**src/hw/rtl/playfair_encryptor_macros.svh**
```systemverilog
// assertion macros for the playfair encryptor, used by the back part
`ifndef PLAYFAIR_ENCRYPTOR_MACROS_SVH
`define PLAYFAIR_ENCRYPTOR_MACROS_SVH

// same-cycle implication, checked out of reset
`define PF_ASSERT_IMP(label, ante, cons) \
    label: assert property (@(posedge clk) disable iff (!rst_n) (ante) |-> (cons)) \
        else $error("pf assertion failed");

// next-cycle implication, checked out of reset
`define PF_ASSERT_NXT(label, ante, cons) \
    label: assert property (@(posedge clk) disable iff (!rst_n) (ante) |=> (cons)) \
        else $error("pf assertion failed");

`endif

```
**src/hw/rtl/pf_pkg.sv**
```systemverilog
// types and constants shared by the playfair encryptor
package pf_pkg;

    localparam logic [1:0] FUNC_KEY  = 2'd0;
    localparam logic [1:0] FUNC_DONE = 2'd1;
    localparam logic [1:0] FUNC_MSG  = 2'd2;
    localparam logic [1:0] FUNC_END  = 2'd3;

    localparam logic [4:0] CODE_I    = 5'd8;
    localparam logic [4:0] CODE_J    = 5'd9;
    localparam logic [4:0] CODE_Q    = 5'd16;
    localparam logic [4:0] CODE_X    = 5'd23;
    localparam logic [4:0] CODE_LAST = 5'd25;

    localparam int LETTERS   = 26;
    localparam int SQ_DEPTH  = 25;
    localparam logic [4:0] SQ_CELLS = 5'd25;
    localparam logic [2:0] SQ_MAX   = 3'd4;
    localparam int POS_W     = 6;

    localparam int Q_DEPTH = 4;
    localparam int Q_AW    = 2;

    typedef struct packed {
        logic [1:0] func;
        logic [4:0] letter;
    } in_item_t;

    typedef struct packed {
        logic [4:0] cipher_letter;
        logic       last;
    } out_item_t;

    typedef struct packed {
        logic [1:0] op;
        logic [4:0] code;
    } q_item_t;

    typedef struct packed {
        logic valid;
        logic ready;
    } hs_t;

endpackage

```
**src/hw/rtl/pf_ram.sv**
```systemverilog
// generic single write, single read ram with registered read data
module pf_ram #(
    parameter int WIDTH = 8,
    parameter int DEPTH = 16
) (
    input  logic                     clk,
    input  logic                     we,
    input  logic [$clog2(DEPTH)-1:0] waddr,
    input  logic [WIDTH-1:0]         wdata,
    input  logic                     re,
    input  logic [$clog2(DEPTH)-1:0] raddr,
    output logic [WIDTH-1:0]         rdata
);

    logic [WIDTH-1:0] mem_reg [DEPTH];
    logic [WIDTH-1:0] rdata_reg;

    always_ff @(posedge clk)
    begin
        if (we)
        begin
            mem_reg[waddr] <= wdata;
        end
        if (re)
        begin
            rdata_reg <= mem_reg[raddr];
        end
    end

    assign rdata = rdata_reg;

endmodule

```
**src/hw/rtl/pf_front.sv**
```systemverilog
// input stage: drops bad codes, folds j to i, hands beats to the queue
module pf_front import pf_pkg::*; (
    input  logic     clk,
    input  logic     rst_n,
    input  logic     item_valid,
    output logic     item_ready,
    input  in_item_t item,
    output hs_t      push,
    input  logic     push_ready,
    output q_item_t  push_item
);

    logic    stage_valid_reg;
    logic    stage_valid_next;
    q_item_t stage_item_reg;
    logic    accept;
    logic    code_ok;

    assign item_ready = !stage_valid_reg || push_ready;
    assign accept     = item_valid && item_ready;
    assign code_ok    = (item.letter <= CODE_LAST);

    always_comb
    begin
        stage_valid_next = stage_valid_reg;
        if (stage_valid_reg && push_ready)
        begin
            stage_valid_next = 1'b0;
        end
        if (accept && code_ok)
        begin
            stage_valid_next = 1'b1;
        end
    end

    always_ff @(posedge clk or negedge rst_n)
    begin
        if (!rst_n)
        begin
            stage_valid_reg <= 1'b0;
        end
        else
        begin
            stage_valid_reg <= stage_valid_next;
        end
    end

    always_ff @(posedge clk)
    begin
        if (accept && code_ok)
        begin
            stage_item_reg.op   <= item.func;
            stage_item_reg.code <= (item.letter == CODE_J) ? CODE_I : item.letter;
        end
    end

    assign push.valid = stage_valid_reg;
    assign push.ready = push_ready;
    assign push_item  = stage_item_reg;

endmodule

```
**src/hw/rtl/pf_fifo.sv**
```systemverilog
// short queue between the front and back parts
module pf_fifo import pf_pkg::*; (
    input  logic    clk,
    input  logic    rst_n,
    input  logic    push_valid,
    output logic    push_ready,
    input  q_item_t push_item,
    output logic    pop_valid,
    input  logic    pop_ready,
    output q_item_t pop_item
);

    q_item_t         entry_reg [Q_DEPTH];
    logic [Q_AW-1:0] wr_ptr_reg;
    logic [Q_AW-1:0] rd_ptr_reg;
    logic [Q_AW:0]   count_reg;
    logic            do_push;
    logic            do_pop;

    assign push_ready = (count_reg != (Q_AW+1)'(Q_DEPTH));
    assign pop_valid  = (count_reg != '0);
    assign do_push    = push_valid && push_ready;
    assign do_pop     = pop_valid && pop_ready;
    assign pop_item   = entry_reg[rd_ptr_reg];

    always_ff @(posedge clk or negedge rst_n)
    begin
        if (!rst_n)
        begin
            wr_ptr_reg <= '0;
            rd_ptr_reg <= '0;
            count_reg  <= '0;
        end
        else
        begin
            if (do_push)
            begin
                wr_ptr_reg <= wr_ptr_reg + 1'b1;
            end
            if (do_pop)
            begin
                rd_ptr_reg <= rd_ptr_reg + 1'b1;
            end
            if (do_push && !do_pop)
            begin
                count_reg <= count_reg + 1'b1;
            end
            else if (do_pop && !do_push)
            begin
                count_reg <= count_reg - 1'b1;
            end
        end
    end

    always_ff @(posedge clk)
    begin
        if (do_push)
        begin
            entry_reg[wr_ptr_reg] <= push_item;
        end
    end

endmodule

```
**src/hw/rtl/pf_back.sv**
```systemverilog
// back part: key square build, letter pairing and pair encipher
`include "playfair_encryptor_macros.svh"

module pf_back import pf_pkg::*; (
    input  logic      clk,
    input  logic      rst_n,
    input  logic      pop_valid,
    output logic      pop_ready,
    input  q_item_t   pop_item,
    output logic      result_valid,
    input  logic      result_ready,
    output out_item_t result
);

    localparam logic [3:0] B_IDLE  = 4'd0;
    localparam logic [3:0] B_FILL  = 4'd1;
    localparam logic [3:0] B_RDA   = 4'd2;
    localparam logic [3:0] B_RDB   = 4'd3;
    localparam logic [3:0] B_IDX   = 4'd4;
    localparam logic [3:0] B_SQ2   = 4'd5;
    localparam logic [3:0] B_CAP   = 4'd6;
    localparam logic [3:0] B_EMIT1 = 4'd7;
    localparam logic [3:0] B_EMIT2 = 4'd8;

    logic [3:0]         state_reg, state_next;
    logic [LETTERS-1:0] used_reg;
    logic [4:0]         fill_count_reg;
    logic [2:0]         fill_row_reg, fill_col_reg;
    logic               key_ready_reg, key_ready_next;
    logic [4:0]         held_reg, held_next;
    logic               held_valid_reg, held_valid_next;
    logic [4:0]         k_reg, k_next;
    logic [4:0]         a_reg, a_next;
    logic [4:0]         b_reg, b_next;
    logic [POS_W-1:0]   pa_reg;
    logic [4:0]         idx2_reg;
    logic [4:0]         o1_reg, o2_reg;

    logic             place_req;
    logic [4:0]       place_code;
    logic             place_en;
    logic             pos_re;
    logic [4:0]       pos_raddr;
    logic [POS_W-1:0] pos_rdata;
    logic             sq_re;
    logic [4:0]       sq_raddr;
    logic [4:0]       sq_rdata;
    logic [4:0]       filler;
    logic             take;

    logic [2:0] ra, ca, rb, cb;
    logic [2:0] r1, c1, r2, c2;
    logic [4:0] idx1, idx2;

    function automatic logic [2:0] inc5(input logic [2:0] v);
        return (v == SQ_MAX) ? 3'd0 : v + 3'd1;
    endfunction

    function automatic logic [4:0] cell_idx(input logic [2:0] r, input logic [2:0] c);
        return {r, 2'b00} + {2'b00, r} + {2'b00, c};
    endfunction

    assign filler   = (held_reg == CODE_X) ? CODE_Q : CODE_X;
    assign take     = (state_reg == B_IDLE) && pop_valid;
    assign pop_ready = (state_reg == B_IDLE);
    assign place_en = place_req && !used_reg[place_code] && (fill_count_reg < SQ_CELLS);

    assign ra = pa_reg[5:3];
    assign ca = pa_reg[2:0];
    assign rb = pos_rdata[5:3];
    assign cb = pos_rdata[2:0];

    always_comb
    begin
        if (ra == rb)
        begin
            r1 = ra;       c1 = inc5(ca);
            r2 = rb;       c2 = inc5(cb);
        end
        else if (ca == cb)
        begin
            r1 = inc5(ra); c1 = ca;
            r2 = inc5(rb); c2 = cb;
        end
        else
        begin
            r1 = ra;       c1 = cb;
            r2 = rb;       c2 = ca;
        end
        idx1 = cell_idx(r1, c1);
        idx2 = cell_idx(r2, c2);
    end

    always_comb
    begin
        state_next      = state_reg;
        key_ready_next  = key_ready_reg;
        held_next       = held_reg;
        held_valid_next = held_valid_reg;
        k_next          = k_reg;
        a_next          = a_reg;
        b_next          = b_reg;
        place_req       = 1'b0;
        place_code      = pop_item.code;
        pos_re          = 1'b0;
        pos_raddr       = a_reg;
        sq_re           = 1'b0;
        sq_raddr        = idx1;
        case (state_reg)
            B_IDLE:
            begin
                if (take)
                begin
                    case (pop_item.op)
                        FUNC_KEY:
                        begin
                            place_req = !key_ready_reg;
                        end
                        FUNC_DONE:
                        begin
                            if (!key_ready_reg)
                            begin
                                k_next     = '0;
                                state_next = B_FILL;
                            end
                        end
                        FUNC_MSG:
                        begin
                            if (key_ready_reg)
                            begin
                                if (!held_valid_reg)
                                begin
                                    held_next       = pop_item.code;
                                    held_valid_next = 1'b1;
                                end
                                else
                                begin
                                    a_next     = held_reg;
                                    state_next = B_RDA;
                                    if (pop_item.code == held_reg)
                                    begin
                                        b_next = filler;
                                    end
                                    else
                                    begin
                                        b_next          = pop_item.code;
                                        held_valid_next = 1'b0;
                                    end
                                end
                            end
                        end
                        default:
                        begin
                            if (key_ready_reg && held_valid_reg)
                            begin
                                held_valid_next = 1'b0;
                                a_next          = held_reg;
                                b_next          = filler;
                                state_next      = B_RDA;
                            end
                        end
                    endcase
                end
            end
            B_FILL:
            begin
                place_code = k_reg;
                place_req  = (k_reg != CODE_J);
                if (k_reg == CODE_LAST)
                begin
                    key_ready_next = 1'b1;
                    state_next     = B_IDLE;
                end
                else
                begin
                    k_next = k_reg + 5'd1;
                end
            end
            B_RDA:
            begin
                pos_re     = 1'b1;
                pos_raddr  = a_reg;
                state_next = B_RDB;
            end
            B_RDB:
            begin
                pos_re     = 1'b1;
                pos_raddr  = b_reg;
                state_next = B_IDX;
            end
            B_IDX:
            begin
                sq_re      = 1'b1;
                sq_raddr   = idx1;
                state_next = B_SQ2;
            end
            B_SQ2:
            begin
                sq_re      = 1'b1;
                sq_raddr   = idx2_reg;
                state_next = B_CAP;
            end
            B_CAP:
            begin
                state_next = B_EMIT1;
            end
            B_EMIT1:
            begin
                if (result_ready)
                begin
                    state_next = B_EMIT2;
                end
            end
            B_EMIT2:
            begin
                if (result_ready)
                begin
                    state_next = B_IDLE;
                end
            end
            default:
            begin
                state_next = B_IDLE;
            end
        endcase
    end

    always_ff @(posedge clk or negedge rst_n)
    begin
        if (!rst_n)
        begin
            state_reg      <= B_IDLE;
            used_reg       <= '0;
            fill_count_reg <= '0;
            fill_row_reg   <= '0;
            fill_col_reg   <= '0;
            key_ready_reg  <= 1'b0;
            held_reg       <= '0;
            held_valid_reg <= 1'b0;
        end
        else
        begin
            state_reg      <= state_next;
            key_ready_reg  <= key_ready_next;
            held_reg       <= held_next;
            held_valid_reg <= held_valid_next;
            if (place_en)
            begin
                used_reg[place_code] <= 1'b1;
                fill_count_reg       <= fill_count_reg + 5'd1;
                if (fill_col_reg == SQ_MAX)
                begin
                    fill_col_reg <= '0;
                    fill_row_reg <= fill_row_reg + 3'd1;
                end
                else
                begin
                    fill_col_reg <= fill_col_reg + 3'd1;
                end
            end
        end
    end

    always_ff @(posedge clk)
    begin
        k_reg <= k_next;
        a_reg <= a_next;
        b_reg <= b_next;
        if (state_reg == B_RDB)
        begin
            pa_reg <= pos_rdata;
        end
        if (state_reg == B_IDX)
        begin
            idx2_reg <= idx2;
        end
        if (state_reg == B_SQ2)
        begin
            o1_reg <= sq_rdata;
        end
        if (state_reg == B_CAP)
        begin
            o2_reg <= sq_rdata;
        end
    end

    pf_ram #(
        .WIDTH (POS_W),
        .DEPTH (LETTERS)
    ) u_pos_ram (
        .clk   (clk),
        .we    (place_en),
        .waddr (place_code),
        .wdata ({fill_row_reg, fill_col_reg}),
        .re    (pos_re),
        .raddr (pos_raddr),
        .rdata (pos_rdata)
    );

    pf_ram #(
        .WIDTH (5),
        .DEPTH (SQ_DEPTH)
    ) u_sq_ram (
        .clk   (clk),
        .we    (place_en),
        .waddr (fill_count_reg),
        .wdata (place_code),
        .re    (sq_re),
        .raddr (sq_raddr),
        .rdata (sq_rdata)
    );

    assign result_valid         = (state_reg == B_EMIT1) || (state_reg == B_EMIT2);
    assign result.cipher_letter = (state_reg == B_EMIT2) ? o2_reg : o1_reg;
    assign result.last          = (state_reg == B_EMIT2);

    `PF_ASSERT_NXT(a_first_then_second, (state_reg == B_EMIT1) && result_ready,
                   state_reg == B_EMIT2)
    `PF_ASSERT_IMP(a_pop_only_idle, pop_valid && pop_ready, state_reg == B_IDLE)
    `PF_ASSERT_IMP(a_armed_full, key_ready_reg, fill_count_reg == SQ_CELLS)
    `PF_ASSERT_IMP(a_no_overfill, place_en, !key_ready_reg && fill_count_reg < SQ_CELLS)

endmodule

```
**src/hw/rtl/playfair_encryptor.sv**
```systemverilog
// playfair encryptor top level: front stage, queue and back part
// a pair's first cipher beat follows back states rda, rdb, idx, sq2 and cap
// throughput: one key or held letter per cycle while the back part is idle; a pair is
//   enciphered in turn through the single read ports of the position and square rams
// key done sweeps the 26 letter codes, one per cycle, before the next beat is taken
// reset (rst_n low, asynchronous) empties the queue, marks all letters unused, disarms
module playfair_encryptor import pf_pkg::*; (
    input  logic      clk,
    input  logic      rst_n,
    input  logic      item_valid,
    output logic      item_ready,
    input  in_item_t  item,
    output logic      result_valid,
    input  logic      result_ready,
    output out_item_t result
);

    hs_t     push;
    logic    push_ready;
    q_item_t push_item;
    logic    pop_valid;
    logic    pop_ready;
    q_item_t pop_item;

    pf_front u_front (
        .clk        (clk),
        .rst_n      (rst_n),
        .item_valid (item_valid),
        .item_ready (item_ready),
        .item       (item),
        .push       (push),
        .push_ready (push_ready),
        .push_item  (push_item)
    );

    pf_fifo u_fifo (
        .clk        (clk),
        .rst_n      (rst_n),
        .push_valid (push.valid),
        .push_ready (push_ready),
        .push_item  (push_item),
        .pop_valid  (pop_valid),
        .pop_ready  (pop_ready),
        .pop_item   (pop_item)
    );

    pf_back u_back (
        .clk          (clk),
        .rst_n        (rst_n),
        .pop_valid    (pop_valid),
        .pop_ready    (pop_ready),
        .pop_item     (pop_item),
        .result_valid (result_valid),
        .result_ready (result_ready),
        .result       (result)
    );

endmodule
```
**config.mk**
```make
export PLATFORM = sky130hd
export DESIGN_NAME = playfair_encryptor
export DESIGN_NICKNAME = d
export VERILOG_FILES = /design/src/hw/rtl/pf_pkg.sv /design/src/hw/rtl/pf_ram.sv /design/src/hw/rtl/pf_front.sv /design/src/hw/rtl/pf_fifo.sv /design/src/hw/rtl/pf_back.sv /design/src/hw/rtl/playfair_encryptor.sv
export VERILOG_INCLUDE_DIRS = /design/src /design/src/hw/rtl
export SDC_FILE = /design/constraint.sdc
export NUM_CORES = 1
export LEC_CHECK = 0
export BUFFER_PORTS_ARGS = -buffer_cell sky130_fd_sc_hd__buf_2
export CORE_ASPECT_RATIO = 1.4
export CORE_MARGIN = 4
export CORE_UTILIZATION = 45
export DETAILED_ROUTE_END_ITERATION = 7
export HOLD_SLACK_MARGIN = 0.15
export SLEW_MARGIN = 10
export SYNTH_ARGS = -nofsm -noshare
export SYNTH_HDL_FRONTEND = slang
export SYNTH_SLANG_ARGS = --single-unit
```
**constraint.sdc**
```tcl
create_clock -name clk -period 11.37 [get_ports clk]
set_input_delay 1.7055 -clock clk [delete_from_list [all_inputs] [get_ports clk]]
set_output_delay 1.7055 -clock clk [all_outputs]
set_load 0.02 [all_outputs]
```
# ---- Yosys cells after proc, flatten, opt, wreduce, memory -nomap -nowiden
# Memory sizes are Yosys's and may differ from the RTL's. A register that Yosys moved wholly into a read port is not among the register bits.
# Cells that the tools add are included.
dict set report classes {
  n_addsub 16
  n_lt_le_gt_ge 4
  n_eq_ne 37
  muxes 64
  n_bitwise 3
  reduce_logical 34
}
# cell n
set ops {}
lappend ops {{$mux 5} 15}
lappend ops {{$mux 3} 16}
lappend ops {{$pmux 4 s9} 1}
lappend ops {{$mux 4} 8}
lappend ops {{$pmux 5 s2} 3}
lappend ops {{$or 26x26->26} 1}
lappend ops {{$add 3x1->3 const B} 7}
lappend ops {{$add 5x3->5} 4}
lappend ops {{$eq 4x3->1 const B} 4}
lappend ops {{$mux 1} 16}
lappend ops {{$eq 3x3->1 const B} 5}
lappend ops {{$reduce_and 5->1} 3}
lappend ops {{$pmux 4 s3} 1}
lappend ops {{$add 5x1->5 const B} 2}
lappend ops {{$eq 5x5->1 const B} 2}
lappend ops {{$logic_and 1x1->1} 10}
lappend ops {{$ne 2x1->1 const B} 5}
lappend ops {{$ne 2x2->1 const B} 5}
lappend ops {{$reduce_and 9->1} 1}
lappend ops {{$eq 4x2->1 const B} 2}
lappend ops {{$reduce_bool 2->1} 4}
lappend ops {{$eq 3x3->1} 2}
lappend ops {{$lt 5x6->1 const B} 1}
lappend ops {{$ne 3x2->1 const B} 2}
lappend ops {{26 further kinds} 38}
dict set report totals {
  reg_bits 99
  ramBits 309
  inputBits 11
  out_inout_bits 8
  wordCells 182
  n_memories 3
}
# name words width rd rd_clocked_by_memory_dff wr line
set mem_list {}
lappend mem_list {u_back.u_pos_ram.mem_reg 26 6 1 1 1 pf_ram.sv:15} ;# logic [WIDTH-1:0] mem_reg [DEPTH];
lappend mem_list {u_back.u_sq_ram.mem_reg 25 5 1 1 1 pf_ram.sv:15}
lappend mem_list {u_fifo.entry_reg 4 7 1 0 1 pf_fifo.sv:13} ;# q_item_t entry_reg [Q_DEPTH];

# ---- Longest topological paths before layout
# Gate-level depths: netlist (run 1).
dict set report depth {
  ltp_word 9
  ltp_mapped 17
}

# ---- By module
# Synthesis (run 1) repeated with hierarchy kept, for this count alone.
dict set report hier_totals {
  hier_cells 1123
  hier_area_um2 18231.2
}
# module instances cells_each area_each_um2 seq_area_each_um2
set modules_own_cells {}
lappend modules_own_cells {{pf_ram at u_back.u_pos_ram} 1 329 6488.7 4864.7}
lappend modules_own_cells {{pf_ram at u_back.u_sq_ram} 1 263 5128.7 3903.7}
lappend modules_own_cells {pf_back 1 439 4860.9 2282.2}
lappend modules_own_cells {pf_fifo 1 72 1442.6 1016.0}
lappend modules_own_cells {pf_front 1 20 310.3 235.2}

# ---- Worst setup path before layout (run 1)
# Ideal clock, no wire load.
dict set report synth_path {
  path_kind {register to register}
  from {register u_back.u_pos_ram.rdata_reg[3] (netlist: u_back.u_pos_ram.rdata[3]), read port of u_back.u_pos_ram.mem_reg}
  to {register u_back.u_sq_ram.rdata_reg[0] (netlist: u_back.u_sq_ram.rdata[0]), read port of u_back.u_sq_ram.mem_reg, data pin}
  arrival_time_ns 3.986
  t_required_ns 11.093
  setup_slack_ns 7.107
  path_stages_with_launch 17
  n_path_buf 1
  synth_period_minus_slack_ns 4.263
  path_cell_list {edfxtp_1 > xor2_1 > nor3_1 > nor2_1 > o21ai_0 > inv_1 > fa_1 > inv_1 > ha_1 > a21o_1 > a21oi_1 > a21oi_1 > o31ai_2 > buf_2 > mux2_2 > o22ai_1 > a31oi_1}
}
dict set report synth_via {
  elab_chain_len 5
}
# element line
set synth_rtl {}
lappend synth_rtl {{start, declared} pf_ram.sv:16} ;# logic [WIDTH-1:0] rdata_reg;
lappend synth_rtl {{$eq 3x3->1 *} pf_back.sv:75} ;# if (ra == rb)
lappend synth_rtl {{$mux 3} pf_back.sv:75}
lappend synth_rtl {{$add 5x3->5} pf_back.sv:60} ;# return {r, 2'b00} + {2'b00, r} + {2'b00, c};
lappend synth_rtl {{$add 5x3->5 *} pf_back.sv:60}
lappend synth_rtl {{$mux 5 *} pf_back.sv:109} ;# case (state_reg)
lappend synth_rtl {{end, declared} pf_ram.sv:16}
# Every way passes the cells marked *; elsewhere a longest branch is shown, timed or not.
# A chain may end at the register's enable or synchronous reset.

# ---- Worst setup path in the final report (run 1)
dict set report layout_path {
  from {register u_back.state_reg[2]}
  to {memory u_back.u_pos_ram.mem_reg[20][2] (netlist name) (enable)}
}
dict set report layout_via {
  elab_chain_len 9
}
# element line
set layout_rtl {}
lappend layout_rtl {{start, declared} pf_back.sv:25} ;# logic [3:0] state_reg, state_next;
lappend layout_rtl {{start signal, assigned} pf_back.sv:243} ;# state_reg <= state_next;
lappend layout_rtl {{$eq 4x1->1 *} pf_back.sv:109}
lappend layout_rtl {{$mux 5 *} pf_back.sv:109}
lappend layout_rtl {{net u_back.place_code[1]} pf_back.sv:40} ;# logic [4:0] place_code;
lappend layout_rtl {{$bmux 1 s5} pf_back.sv:66} ;# assign place_en = place_req && !used_reg[place_code] && (fill_count_reg < SQ_CELLS);
lappend layout_rtl {{$mux 1 (implied by the code)} pf_back.sv:66}
lappend layout_rtl {{$logic_not 1->1} pf_back.sv:66}
lappend layout_rtl {{$logic_and 1x1->1 (2 in a row)} pf_back.sv:66}
lappend layout_rtl {{$mux 1} pf_ram.sv:20} ;# if (we)
lappend layout_rtl {{$mux 1 (implied by the code)} pf_ram.sv:22} ;# mem_reg[waddr] <= wdata;
lappend layout_rtl {{end, declared} pf_ram.sv:15}
# Mark *: on every way through the listed nets, which the timed path passes. The rest lies on a longest branch. The select of a mux whose other input is x is not followed.

==> results.toml, run 1 <==
[outcome]
outcome = "finished, final reports clean"

[cts]
cts_hold_buf = 0
path_clk_slew_ps = 60
post_cts_buffers = 0
clock-sinks = 419
cts_tree = "done"
clockBufferDepth = 3
cts_resized = 0
numCtsBuffers = 41
clk_latency_ps = 550
htreeDepth = 2
root_buffer = "clkbuf_16"

[drt]
remaining_drc_errors = 0
wl_per_cell_um = 22.61
route.vias.total = 9599
wirelength_mm = 38.48
dr.pass1.iters = 5
ant_nets = 0
via_per_inst = 5.640
drt-initial-drc-count = 655

[min_path]
hold_path_class = "register to register"
min_from = "u_back.u_sq_ram.rdata[4]"

[finish]
fillers = 3283
largest_reg_flops = 156
post-route-util_pct = 50.48
multi_input_area_sq_um = 5791
syn_to_final_growth_pct = 10.33
drive_gt1_share_pct = 20.21
seq_area_sq_um = 12300
finalNetCount = 1184
antennaDiodeCount = 0

[sta]
fin_skew_ps = 19.12
fin_crit_sh_pct = 45.96
whs_ps = 446.7
setup_viol = 0
fmax_mhz = 191.4
setup-tns-final_ps = 0
rsz0062_at_grt = "no"
hold_violations = 0
min_period_ps = 5225
tightest_slew_ps = 1181
slew_headroom_pct = 19.01
maxSlewViolCount = 0

[die]
rows = 87
start_util_pct = 45.75
num_io_pins = 19
fp.dieW_um = 179.3
chipHeight_um = 247.8
coreArea_sq_um = 40390
fp.dieArea_sq_um = 44410

[pwr]
peakVddDrop_mv = 0.1436
p_leak_nw = 7.064
power.density_nw_per_um2 = 272.8

[worst_setup_path]
worst_path_dominant_cell_family = "simple AND/OR/NAND/NOR gates"
critPathLaunchType = "register"
crit_type = "register to register"
critPathRequiredTime_ps = 11580
cp_max_fo = 76
r2r-start = "u_back.state_reg[2]"
slowest_stage = "and2_4"
crit_start = "u_back.state_reg[2]"
max_stage_delay_ps = 850
crit_arrival_ps = 5440
crit_chain = "or4b_4, mux2i_1, inv_1, nor2_1, a221o_1, a2111oi_4, and2_4, and3_1"
crit_buf_inv = 1
end_kind = "register"

[global_routing]
grt_pass1_wl_mm = 60.17
grt_remaining_overflow = 0
grt_start_max_net_pins = 77
grt.total_usage_pct = 17.85
grt_pass1_vias = 10070
antenna_found_initial = 0

[logic_synthesis]
yosys.area.top_type = "edfxtp_1"
synth_fp_nets = 1172
synthTopCellsByCount = "363 x edfxtp_1, 76 x mux4_2, 57 x and3_1, 56 x dfrtp_1, 46 x nand2_1"
synth_edf_count = 363
syn_avg_cell_area_sq_um = 16.44
synth_cell_type_count = 73
synth_cells = 1124
yosys.cell_count.top_type = "edfxtp_1"
synth_seq_cells = 419
seq_area_frac_synth_pct = 66.58
yosysTopAreaCellShare_pct = 59.00
synth_area_leaders = "edfxtp_1 59%, mux4_2 9.3%, dfrtp_1 7.6%"
ys.flop_type = "edfxtp_1"
syn_area_sq_um = 18480
async_reset_ff_share_pct = 13.37
yosys_warnings = 0

[placed_design]
finalWeightedCongestion = 0.8054
place_hpwl_mm = 24.94
io_buffers = 18

[flow_run]
cap_violations = 0
[cells in the final DEF, fill, tap and decap left out, drive strengths merged, types with 24 or more instances in the layout]
cell type	n
edfxtp	363
mux4	76
and3	57
dfrtp	56
clkbuf	49
nand2	46
mux2	40
nor2	38
inv	36
mux2i	34
ha	32
buf	31
o21ai	28
a31o	27
nand3	26
a21oi	24
[power breakdown]
part / internal [mW] / leakage (nW) / switching [mW] / total, mW
logic: 0.810 / 2.51 / 1.16 / 1.97
clock network: 0.745 / 0.618 / 0.570 / 1.32
registers: 2.05 / 3.94 / 0.228 / 2.28
total: 3.61 / 7.06 / 1.96 / 5.56
[layer usage]
metal / wire (um) / up-vias / global-route usage [%] / part of all wire, %
li1: - / 4440 / - / -
met1: 15780 / 4932 / 22.43 / 41
met2: 20510 / 177 / 32.28 / 53
met3: 1182 / 50 / 2.255 / 3.1
met4: 1011 / 0 / 5.313 / 2.6
met5: 0 / - / 0 / 0
[cell families after synthesis]
family,Yosys count,synth area share [%]
AOI/OAI and AO/OA,155,6.196
xor gates and xnor gates,28,1.327
adders and majority gates,37,2.709
buffers and inverters,96,2.418
DFF,419,66.58
muxes,150,13.56
and+or+nand+nor,239,7.205
[final cells by class]
cell class	instances	area share, %
clock buffer	49	5.229
inverter	34	0.6260
clock inverter	26	1.197
sequential	419	60.34
timing repair buffer	31	0.9206
tap	534	3.277
multi-input combinational	609	28.40
[through the flow]
| step | total power [mW] | cells | area (sq um) | setup slack, ps |
|---|---|---|---|---|
| 4_1_cts | 5.626 | 1702 | 20380 | 6129 |
| 3_5_place_dp | 4.306 | 1627 | 19070 | 6116 |
| 5_1_grt | 5.881 | 1702 | 20390 | 5828 |
| 6_report | 5.562 | 1702 | 20390 | 6145 |
| 3_3_place_gp | 4.282 | 1627 | 19070 | 6164 |
| 2_1_floorplan | 3.664 | 1124 | 18480 | 7107 |
[worst reg2reg max path, stage by stage, from the launching register on]
cell and delay, ps:
dfrtp_1 570, or4b_4 790, mux2i_1 260, inv_1 660, nor2_1 120, a221o_1 330, a2111oi_4 840, and2_4 860
and3_1 470
[path summary, 6_finish.rpt]
kind	endpoint	slack, ps	cells past startpoint
setup / recovery	u_back.u_pos_ram.mem_reg[20][2]	6140	8
hold / removal	u_back.o1_reg[4]	450	0
setup reg to reg	u_back.u_pos_ram.mem_reg[20][2]	6140	8
hold reg to reg	u_back.o1_reg[4]	450	0
max in group asynchronous	u_back.fill_col_reg[0]	9540	2
min in group asynchronous	u_front.stage_valid_reg	1290	2
Note: power is estimated with default switching activity, not from simulation.
==> inputs of run 2 (changes only) <==
clock period = 5.35 ns   (was 11.37 ns; I/O delays follow)
==> run 2 against run 1 <==
Sequential power rose by 110%. Largest power group unchanged. Critical path type unchanged. Clock skew grew 1.2 ps. Power up 110%.
==> results.toml, run 2 (synthesis results as in run 1) <==
[worst_setup_path]
slowest_stage = "or4b_4"
crit_buf_inv = 1
r2r_cells = 8
reg2reg_slack_ps = 860
crit_type = "register to register"
crit_chain = "or4b_4, mux2i_1, inv_1, nor2_1, a221o_1, a2111oi_4, and2_4, and3_1"
crit_start = "u_back.state_reg[2]"
critPathRequiredTime_ps = 5550
r2r-start = "u_back.state_reg[2]"
cp_max_fo = 62
crit_arrival_ps = 4680
worst_path_dominant_cell_family = "simple AND/OR/NAND/NOR gates"
critPathLaunchType = "register"
end_kind = "register"
r2r-end = "u_back.u_pos_ram.mem_reg[24][4]"
max_stage_delay_ps = 780

[outcome]
outcome = "finished, final reports clean"

[sta]
maxSlewViolCount = 0
whs_ps = 444.4
setup-tns-final_ps = 0
fin_crit_sh_pct = 83.88
fmax_mhz = 222.8
fin_skew_ps = 20.31
min_period_ps = 4488
hold_violations = 0
tightest_slew_ps = 1170
rsz0062_at_grt = "no"
slew_headroom_pct = 21.81
setup_viol = 0

[placed_design]
finalWeightedCongestion = 0.8058
place_hpwl_mm = 25.45
io_buffers = 18

[cts]
root_buffer = "clkbuf_16"
post_cts_buffers = 0
path_clk_slew_ps = 60
clock-sinks = 419
cts_tree = "done"
clockBufferDepth = 3
numCtsBuffers = 40
clk_latency_ps = 540
htreeDepth = 2

[global_routing]
grt_pass1_wl_mm = 58.58
antenna_found_initial = 0
grt.total_usage_pct = 17.33
grt_remaining_overflow = 0
grt_pass1_vias = 9841
grt_start_max_net_pins = 63

[drt]
wl_per_cell_um = 22.15
drt-initial-drc-count = 579
ant_nets = 0
route.vias.total = 9640
via_per_inst = 5.624
remaining_drc_errors = 0
wirelength_mm = 37.96
dr.pass1.iters = 5

[die]
rows = 87
chipHeight_um = 247.8
start_util_pct = 45.75
fp.dieW_um = 179.3
coreArea_sq_um = 40390
fp.dieArea_sq_um = 44410
num_io_pins = 19

[finish]
drive_gt1_share_pct = 20.59
final_cell_mix = "363 x edfxtp_1, 76 x mux4_2, 57 x and3_1, 56 x dfrtp_1, 46 x nand2_1"
largest_reg_flops = 156
finalNetCount = 1199
syn_to_final_growth_pct = 10.81
final_common_cell = "edfxtp_1"
antennaDiodeCount = 0

[pwr]
p_leak_nw = 7.145
peakVddDrop_mv = 0.3075
power.density_nw_per_um2 = 575.6

[min_path]
worstHoldEndpoint = "u_front.push_item[6]"
hold_depth = 1
min_from = "item[6]"
hold_path_class = "input port to register"

[flow_run]
cap_violations = 0
## run 2: worst max-delay path by stage
stage,end,slack [ps],depth (start not counted)
after global placement,u_back.u_sq_ram.rdata[3],900,16
after detailed placement,u_back.u_sq_ram.rdata[3],860,16
final,u_back.u_pos_ram.mem_reg[24][4],860,8
after global routing,u_back.u_sq_ram.rdata[3],570,18
after CTS,u_back.u_pos_ram.mem_reg[24][4],830,8
after floorplan,u_back.u_sq_ram.rdata[0],1090,16
## run 2: layout make-up
class / instances / area [sq um]
clock inverters: 22 / 211.5
inverters: 34 / 127.6
multi-input cells: 609 / 5786
well taps: 534 / 668.1
clock buffers: 49 / 1056
flip-flops and latches: 419 / 12300
fillers: 3276 / 19910
repair buffers: 47 / 322.8
## run 2: what timing repair did
item / in CTS / in global routing
gates resized for setup: 0 / 0
hold endpoints to repair: 5 / 0
hold buffers: 1 / 0
## run 2: routing by layer
layer	share of wire [%]	GRT usage, %	routed length, um
met1	40	21.80	15200
met2	53	30.91	20200
met3	3.6	2.346	1353
met5	0	0	0
met4	3.2	5.739	1212
## run 2: metrics by stage
step                setup slack (ps)  total power, mW  util [%]  std cells  area (sq um)
detailed placement             864.2            9.204     47.53       1642         19200
global route                   567.2            12.50     50.70       1714         20470
finish                         862.4            11.78     50.70       1714         20470
global placement               904.8            9.172     47.53       1642         19200
CTS                            833.0            11.97     50.70       1714         20470
floorplan                       1087            7.786         -       1124         18480
## run 2: power by group
part | leakage, nW | internal, mW | switching, mW
combinational | 2.59 | 1.80 | 2.41
clock | 0.614 | 1.60 | 1.16
sequential | 3.94 | 4.36 | 0.464
total | 7.14 | 7.75 | 4.03
==> inputs of run 3 (changes only) <==
ABC_AREA = 1   (was unset)
clock period = 3.6 ns   (was 5.35 ns; I/O delays follow)
==> run 3 against run 2 <==
Wire length up 15%. Combinational power up 100%. Worst hold slack worse by 260 ps. First-iteration DRC count up 98%. Synthesized cell count up 47%. Global-route usage up 2.0 points. Flip-flop and latch count unchanged. Worst setup slack worse by 590 ps. Synthesized area up 0.85%. Non-clock buffer count up 93. Clock skew up 4.8 ps. Critical path type unchanged. Critical endpoint is now u_back.u_sq_ram.rdata[0]. Largest cell class unchanged.
==> results.toml, run 3 <==
[global_routing]
busiest_layer = "met2"
grt.total_usage_pct = 19.30
grt_use_met2_pct = 34.18
met3_usage_pct = 2.220
grt_remaining_overflow = 0
grt_pass1_wl_mm = 69.32
use_met1_pct = 24.68
grt_start_max_net_pins = 79
antenna_found_initial = 0
grt_pass1_vias = 12460

[worst_setup_path]
r2r_cells = 17
cp_max_fo = 12
crit_type = "register to register"
crit_arrival_ps = 3630
r2r-end = "u_back.u_sq_ram.rdata[0]"
critPathRequiredTime_ps = 3900
end_kind = "register"
worstSetupEndpoint = "u_back.u_sq_ram.rdata[0]"
crit_start = "u_back.pa_reg[3]"
reg2reg_slack_ps = 270
critPathLaunchType = "register"
r2r-start = "u_back.pa_reg[3]"

[outcome]
outcome = "finished, final reports clean"

[flow_run]
cap_violations = 0

[drt]
via_per_inst = 5.386
wl_per_cell_um = 18.76
drt-initial-drc-count = 1148
wirelength_mm = 43.71
route.vias.total = 12550
remaining_drc_errors = 0
dr.pass1.iters = 5
ant_nets = 0

[finish]
largest_reg_flops = 156
fillers = 3533
final_cell_mix = "363 x edfxtp_1, 342 x nand2_1, 159 x o21ai_0, 128 x nand3_1, 121 x inv_1"
drive_gt1_share_pct = 14.03
design_area_sq_um = 21340
antennaDiodeCount = 0
syn_to_final_growth_pct = 14.53
final_common_cell = "edfxtp_1"
finalNetCount = 1813

[sta]
maxSlewViolCount = 0
fin_ws_ps = 269.9
min_period_ps = 3330
whs_ps = 182.3
setup_viol = 0
rsz0062_at_grt = "no"
hold_violations = 0
setup-tns-final_ps = 0
fin_crit_sh_pct = 92.50
fmax_mhz = 300.3
fin_skew_ps = 25.15
slew_headroom_pct = 21.91
tightest_slew_ps = 1171

[cts]
clock-sinks = 419
htreeDepth = 2
path_clk_slew_ps = 60
clk_latency_ps = 550
cts_tree = "done"
numCtsBuffers = 40
root_buffer = "clkbuf_16"
clockBufferDepth = 3

[logic_synthesis]
synth_mux_area_share_pct = 0
synth_cells = 1655
synth_compound_area_share_pct = 11.20
syn_area_sq_um = 18630
yosys.area.top_type = "edfxtp_1"
yosys_warnings = 0
synth_top_family_by_area = "simple AND/OR/NAND/NOR gates"
ys.flop_type = "edfxtp_1"
synthXorXnorAreaFrac_pct = 0.9400
synth_fp_nets = 1703
synth_cell_type_count = 42
seq_area_frac_synth_pct = 66.02
syn_avg_cell_area_sq_um = 11.26
synth-simple-area-share_pct = 14.70
synth_fa_ha_area_share_pct = 2.686
yosys.cell_count.top_type = "edfxtp_1"
synth_area_leaders = "edfxtp_1 58%, dfrtp_1 7.5%, nand2_1 6.9%"
async_reset_ff_share_pct = 13.37
synth_seq_cells = 419
synthTopCellsByCount = "363 x edfxtp_1, 343 x nand2_1, 162 x o21ai_0, 128 x nand3_1, 122 x inv_1"
synth_edf_count = 363
yosysTopAreaCellShare_pct = 58.50

[placed_design]
place_area_sq_um = 20020
place_ws_ps = 42.37
place_hpwl_mm = 29.47
io_buffers = 18
finalWeightedCongestion = 0.9124

[die]
fp.dieW_um = 180.0
num_io_pins = 19
rows = 87
chipHeight_um = 248.8
fp.dieArea_sq_um = 44770
start_util_pct = 45.89
coreArea_sq_um = 40600

[pwr]
power.density_nw_per_um2 = 918.1
peakVddDrop_mv = 0.6738
p_leak_nw = 8.168
total_power_mw = 19.59

[min_path]
hold_path_class = "input port to register"
-- run 3: cell count changes after synthesis, moves of 45 or more --
| cell | before | now |
|---|---|---|
| nand2_1 | 46 | 343 |
| and3_1 | 57 | 0 |
| o21ai_0 | 21 | 162 |
| nand3_1 | 26 | 128 |
| mux4_2 | 76 | 0 |
| o211ai_1 | 12 | 57 |
| inv_1 | 34 | 122 |
| nor2_1 | 38 | 96 |
| o21bai_1 | 2 | 47 |
-- run 3: worst min-delay path by stage --
stage	from	to	cells past startpoint	slack (ps)
after floorplan	rst_n	u_back.fill_col_reg[0]	0	240
after global placement	u_back.used_reg[4]	u_back.used_reg[4]	1	450
after detailed placement	u_back.u_sq_ram.rdata[3]	u_back.o2_reg[3]	0	450
after CTS	item[1]	u_front.push_item[1]	1	150
after global routing	item[2]	u_front.push_item[2]	1	160
final	item[1]	u_front.push_item[1]	1	180
-- run 3: layout make-up --
| class | count | area (sq um) | area share [%] |
|---|---|---|---|
| Clock buffer | 53 | 1050 | 4.919 |
| Inverter | 134 | 503.0 | 2.357 |
| Clock inverter | 20 | 206.4 | 0.9673 |
| Timing Repair Buffer | 140 | 1092 | 5.118 |
| Sequential cell | 419 | 12300 | 57.64 |
| Multi-Input combinational cell | 1030 | 5520 | 25.87 |
| Tap cell | 534 | 668.1 | 3.131 |
-- run 3: per-layer routing --
| metal | share of wire (%) | wire length [um] | up-vias |
|---|---|---|---|
| li1 | - | - | 6029 |
| met3 | 4.0 | 1734 | 81 |
| met1 | 41 | 18100 | 6128 |
| met2 | 51 | 22460 | 311 |
| met5 | 0 | 0 | - |
| met4 | 3.2 | 1418 | 0 |
-- run 3: what timing repair did --
action / 4_1_cts / 5_1_grt
gates resized for setup: 0 / 8
endpoints found under the setup margin: 0 / 5
hold buffers: 3 / 0
buffers inserted: 0 / 3
endpoints found under the hold margin: 31 / 0
-- run 3: cell families after synthesis --
logic type,count (synthesis)
and+or+nand+nor,647
AOI/OAI and AO/OA,326
DFF,419
buffers and inverters,206
adders and majority gates,37
xor gates and xnor gates,20
-- run 3: where the power goes --
part           switching [mW]  leakage [nW]  total [mW]  internal [mW]
sequential              0.403          3.94        6.96           6.56
combinational            5.79          3.63        8.57           2.77
clock                    1.77         0.595        4.07           2.29
-- run 3: stage by stage --
step | instances | util [%]
global route | 2330 | 52.56
CTS | 2327 | 52.46
finish | 2330 | 52.56
global placement | 2251 | 49.30
detailed placement | 2251 | 49.30
floorplan | 1655 | -
-- run 3: worst max-delay path, stage by stage, from the launching register on --
cell and delay (ps):
edfxtp_1 430, xnor2_1 160, nand3_1 110, buf_4 180, a211oi_2 180, a21oi_1 100, fa_1 530, inv_1 80
fa_1 480, nand2_1 90, o21ai_2 90, inv_2 130, buf_4 160, o211ai_1 110, nand3_1 90, nand2_1 50
nand3_1 70, nand2_1 50
